<file path="config.mk">
export PLATFORM = sky130hd
export DESIGN_NAME = pcc_ram
export DESIGN_NICKNAME = d
export VERILOG_FILES = /design/src/hw/rtl/pcc_ram.sv
export SDC_FILE = /design/constraint.sdc
export NUM_CORES = 2
export LEC_CHECK = 0
export BUFFER_PORTS_ARGS = -buffer_cell sky130_fd_sc_hd__buf_2
export CORE_MARGIN = 2
export CORE_UTILIZATION = 38
export CTS_BUF_LIST = sky130_fd_sc_hd__clkbuf_4
export DETAILED_ROUTE_END_ITERATION = 8
export GPL_TIMING_DRIVEN = 0
export PLACE_DENSITY_LB_ADDON = 0.08
export SLEW_MARGIN = 20
export SYNTH_ARGS = -nofsm -noshare
export SYNTH_HDL_FRONTEND = slang
export SYNTH_SLANG_ARGS = --single-unit
</file>
<file path="constraint.sdc">
create_clock -name clk_i -period 3.2 [get_ports clk_i]
set_input_delay 0.32 -clock clk_i [delete_from_list [all_inputs] [get_ports clk_i]]
set_output_delay 0.32 -clock clk_i [all_outputs]
set_load 0.1 [all_outputs]
</file>
<file path="src/hw/rtl/pcc_ram.sv">
// generic ram with one write port and two registered read ports
module pcc_ram #(
  parameter int unsigned Width = 8,
  parameter int unsigned Depth = 256,
  parameter int unsigned AddrW = (Depth > 1) ? $clog2(Depth) : 1
) (
  input  logic             clk_i,
  input  logic             we_i,
  input  logic [AddrW-1:0] waddr_i,
  input  logic [Width-1:0] wdata_i,
  input  logic [AddrW-1:0] raddr_a_i,
  input  logic [AddrW-1:0] raddr_b_i,
  output logic [Width-1:0] rdata_a_o,
  output logic [Width-1:0] rdata_b_o
);

  logic [Width-1:0] mem [Depth];
  logic [Width-1:0] rdata_a_q;
  logic [Width-1:0] rdata_b_q;

  // write port and registered reads
  always_ff @(posedge clk_i) begin
    if (we_i) begin
      mem[waddr_i] <= wdata_i;
    end
    rdata_a_q <= mem[raddr_a_i];
    rdata_b_q <= mem[raddr_b_i];
  end

  assign rdata_a_o = rdata_a_q;
  assign rdata_b_o = rdata_b_q;

endmodule

</file>
==> results.cfg <==
[outcome]
outcome = complete, but fails checks
violations = setup timing

[routing]
drc = 0
totalWireLength_um = 522000
drt-initial-drc-count = 12663
vias_per_cell = 7.01
ant_nets = 0
vias = 66285
wl_per_cell_um = 55.2
firstDrtPassIters = 6

[logic_synthesis]
synth_flop_cell = edfxtp_1
ys_seq_elements = 2064
syn_avg_cell_area_um2 = 20.0
synth_edf_count = 2048
ys_types = 65
syn_area_um2 = 97000
synth_warnings = 0
syn_nets = 4881
yosysSeqAreaShare_pct = 63.7
async_flop_share_pct = 0
synthCells = 4847

[place]
placed_area_um2 = 104000
place_congestion = 1.08
numPortBuffers = 39
dp_hpwl_um = 367000

[critical_path]
r2r_start = mem[4][2]$_DFFE_PP_
start_kind = input port
crit_arrival_ps = 4790
end_kind = flop
setup.worst_path.start = raddr_b_i[4]
cp_max_fo = 10
worstPathRequired_ps = 4340
crit_type = in2reg

[die]
start_util_pct = 38.2
io_pins = 50
rows = 185
dieArea_um2 = 259000
die_y_um = 509
core_um2 = 254000
die_w_um = 509

[finish]
nets = 5654
layout_commonest_cell = edfxtp_1
final_cell_mix = edfxtp_1 (2048), mux4_2 (1051), clkbuf_4 (855), mux2i_1 (236), nor2_2 (155)
design_area_um2 = 113000
drive_above_1_share_pct = 44.6
syn_to_final_growth_pct = 16.2
final_util_pct = 44.4

[job]
cap_violations = 0

[global_routing]
grt_pass1_vias = 62252
grt_first_pass_wirelength_um = 654000
antenna_found_initial = 75
overflow = 0
grt_start_max_net_pins = 117
grtUsageTotal_pct = 39.9

[power]
power_density_nw_per_um2 = 565
design_power_total_mw = 63.6
vdd_ir_drop_max_mv = 0.284
p_leak_nw = 36.1

[clocking]
clk_path_buf_depth = 4
cts_htree_levels = 6
tritoncts.num_buffers = 595
clockRootBuffer = clkbuf_4
cts_tree = built
clkSinkCount = 2064
worstSkewPairLatency_ps = 1460
path_clk_slew_ps = 60

[min_path]
worstHoldPathType = in2reg
worstHoldStart = raddr_a_i[5]

[sta]
worst_pin_slew_ps = 1350
timing.final.crit_share_pct = 114
hold_viol_final = 0
finalSetupViolCount = 313
fin_crit_ps = 3650
relSlewSlack_pct = 9.96
worst_slack_ps = -453
clock_skew_ps = 169
drv_slew = 0
clock.fmax_mhz = 274
-- path summary, 6_finish.rpt --
path	endpoint	slack (ps)	depth (start not counted)
hold reg to reg	rdata_b_o[4]$_DFF_P_	1320	5
setup / recovery	rdata_b_o[7]$_DFF_P_	-450	8
setup reg to reg	rdata_a_o[2]$_DFF_P_	-90	6
hold / removal	rdata_a_o[5]$_DFF_P_	400	6
-- worst max-delay path, stage by stage --
cell,delay (ps)
buf_2,280
buf_2,410
buf_2,650
nor2b_1,450
clkbuf_1,1020
a22oi_1,420
a32o_1,370
a311oi_2,790
-- through the flow --
step	setup TNS (ps)	setup slack, ps	hold slack [ps]	std cells
final	-28590	-453	397	9454
after floorplan	0	839	419	4847
after CTS	-65.8	-61.9	166	9418
after detailed placement	-580100	-3040	747	8350
after global routing	-31.4	-14.2	316	9430
after global placement	-4877440	-3270	872	8252
-- cell type report --
type	instances	area [um^2]
diodes	33	82.6
plain buffers	394	2840
clock buffers	849	6370
clock inverters	183	1140
fillers	22261	141000
inverters	6	25.0
multi-input cells	2382	33200
flip-flops and latches	2064	61800
well taps	3366	4210
repair buffers	177	2950
-- cell families (layout without fill, tap and decap cells) --
group                  Yosys count  after routing  share of synthesized area, %
muxes                         1325           1325                          27.3
other                            0             33                             0
buffers and inverters          401           1609                          2.73
AOI/OAI and AO/OA              466            466                          3.54
DFF                           2064           2064                          63.7
and+or+nand+nor                591            591                          2.70
-- synthesized netlist by cell type, drive strengths merged, types with 5 or more instances --
cell type     n  area, um^2
or2           6        37.5
nand4        13        81.3
mux2         38         428
nor2b        27         169
o31ai        11        82.6
nor3b         7        52.6
nor3         21         105
a211o         6        52.6
buf         258        2110
nand3        52         260
clkbuf      137         514
a221o        10         100
mux2i       236        2360
nor4          7        43.8
o22ai        48         300
a211oi       28         210
and2         12        75.1
mux4       1051       23700
o211ai       13        97.6
a2bb2oi       9        78.8
edfxtp     2048       61500
and3b         5        43.8
o21bai        5        37.5
o21ai        37         185
a22oi        62         465
nand2       114         428
o221ai       67         599
nor2        299        1120
nand3b        6        45.0
a22o         22         193
a221oi       37         355
nand2b       11        68.8
a21oi        79         395
dfxtp        16         320
and3          5        31.3
-- sequential cells by signal (all words and copies together), names as in the netlist --
name	flops
rdata_b_o	8
rdata_a_o	8
mem	2048
-- timing repair --
action,in CTS,in global routing
gates resized for setup,76,27
endpoints found under the setup margin,14,91
hold buffers,37,0
buffers inserted,0,3
pin swaps,0,1
endpoints found under the hold margin,2304,0
-- power breakdown --
group / internal (mW) / switching [mW] / total (mW)
clock: 13.2 / 12.7 / 25.9
sequential: 29.8 / 0.0327 / 29.8
combinational: 2.27 / 5.68 / 7.95
total: 45.3 / 18.4 / 63.6
-- metal layers --
metal | GRT usage (%) | share of wire [%]
met2 | 55.3 | 42
met1 | 51.4 | 36
met4 | 26.1 | 7.8
met5 | 0 | 0.077
met3 | 16.4 | 14
Power figures use the tool's default switching activity.
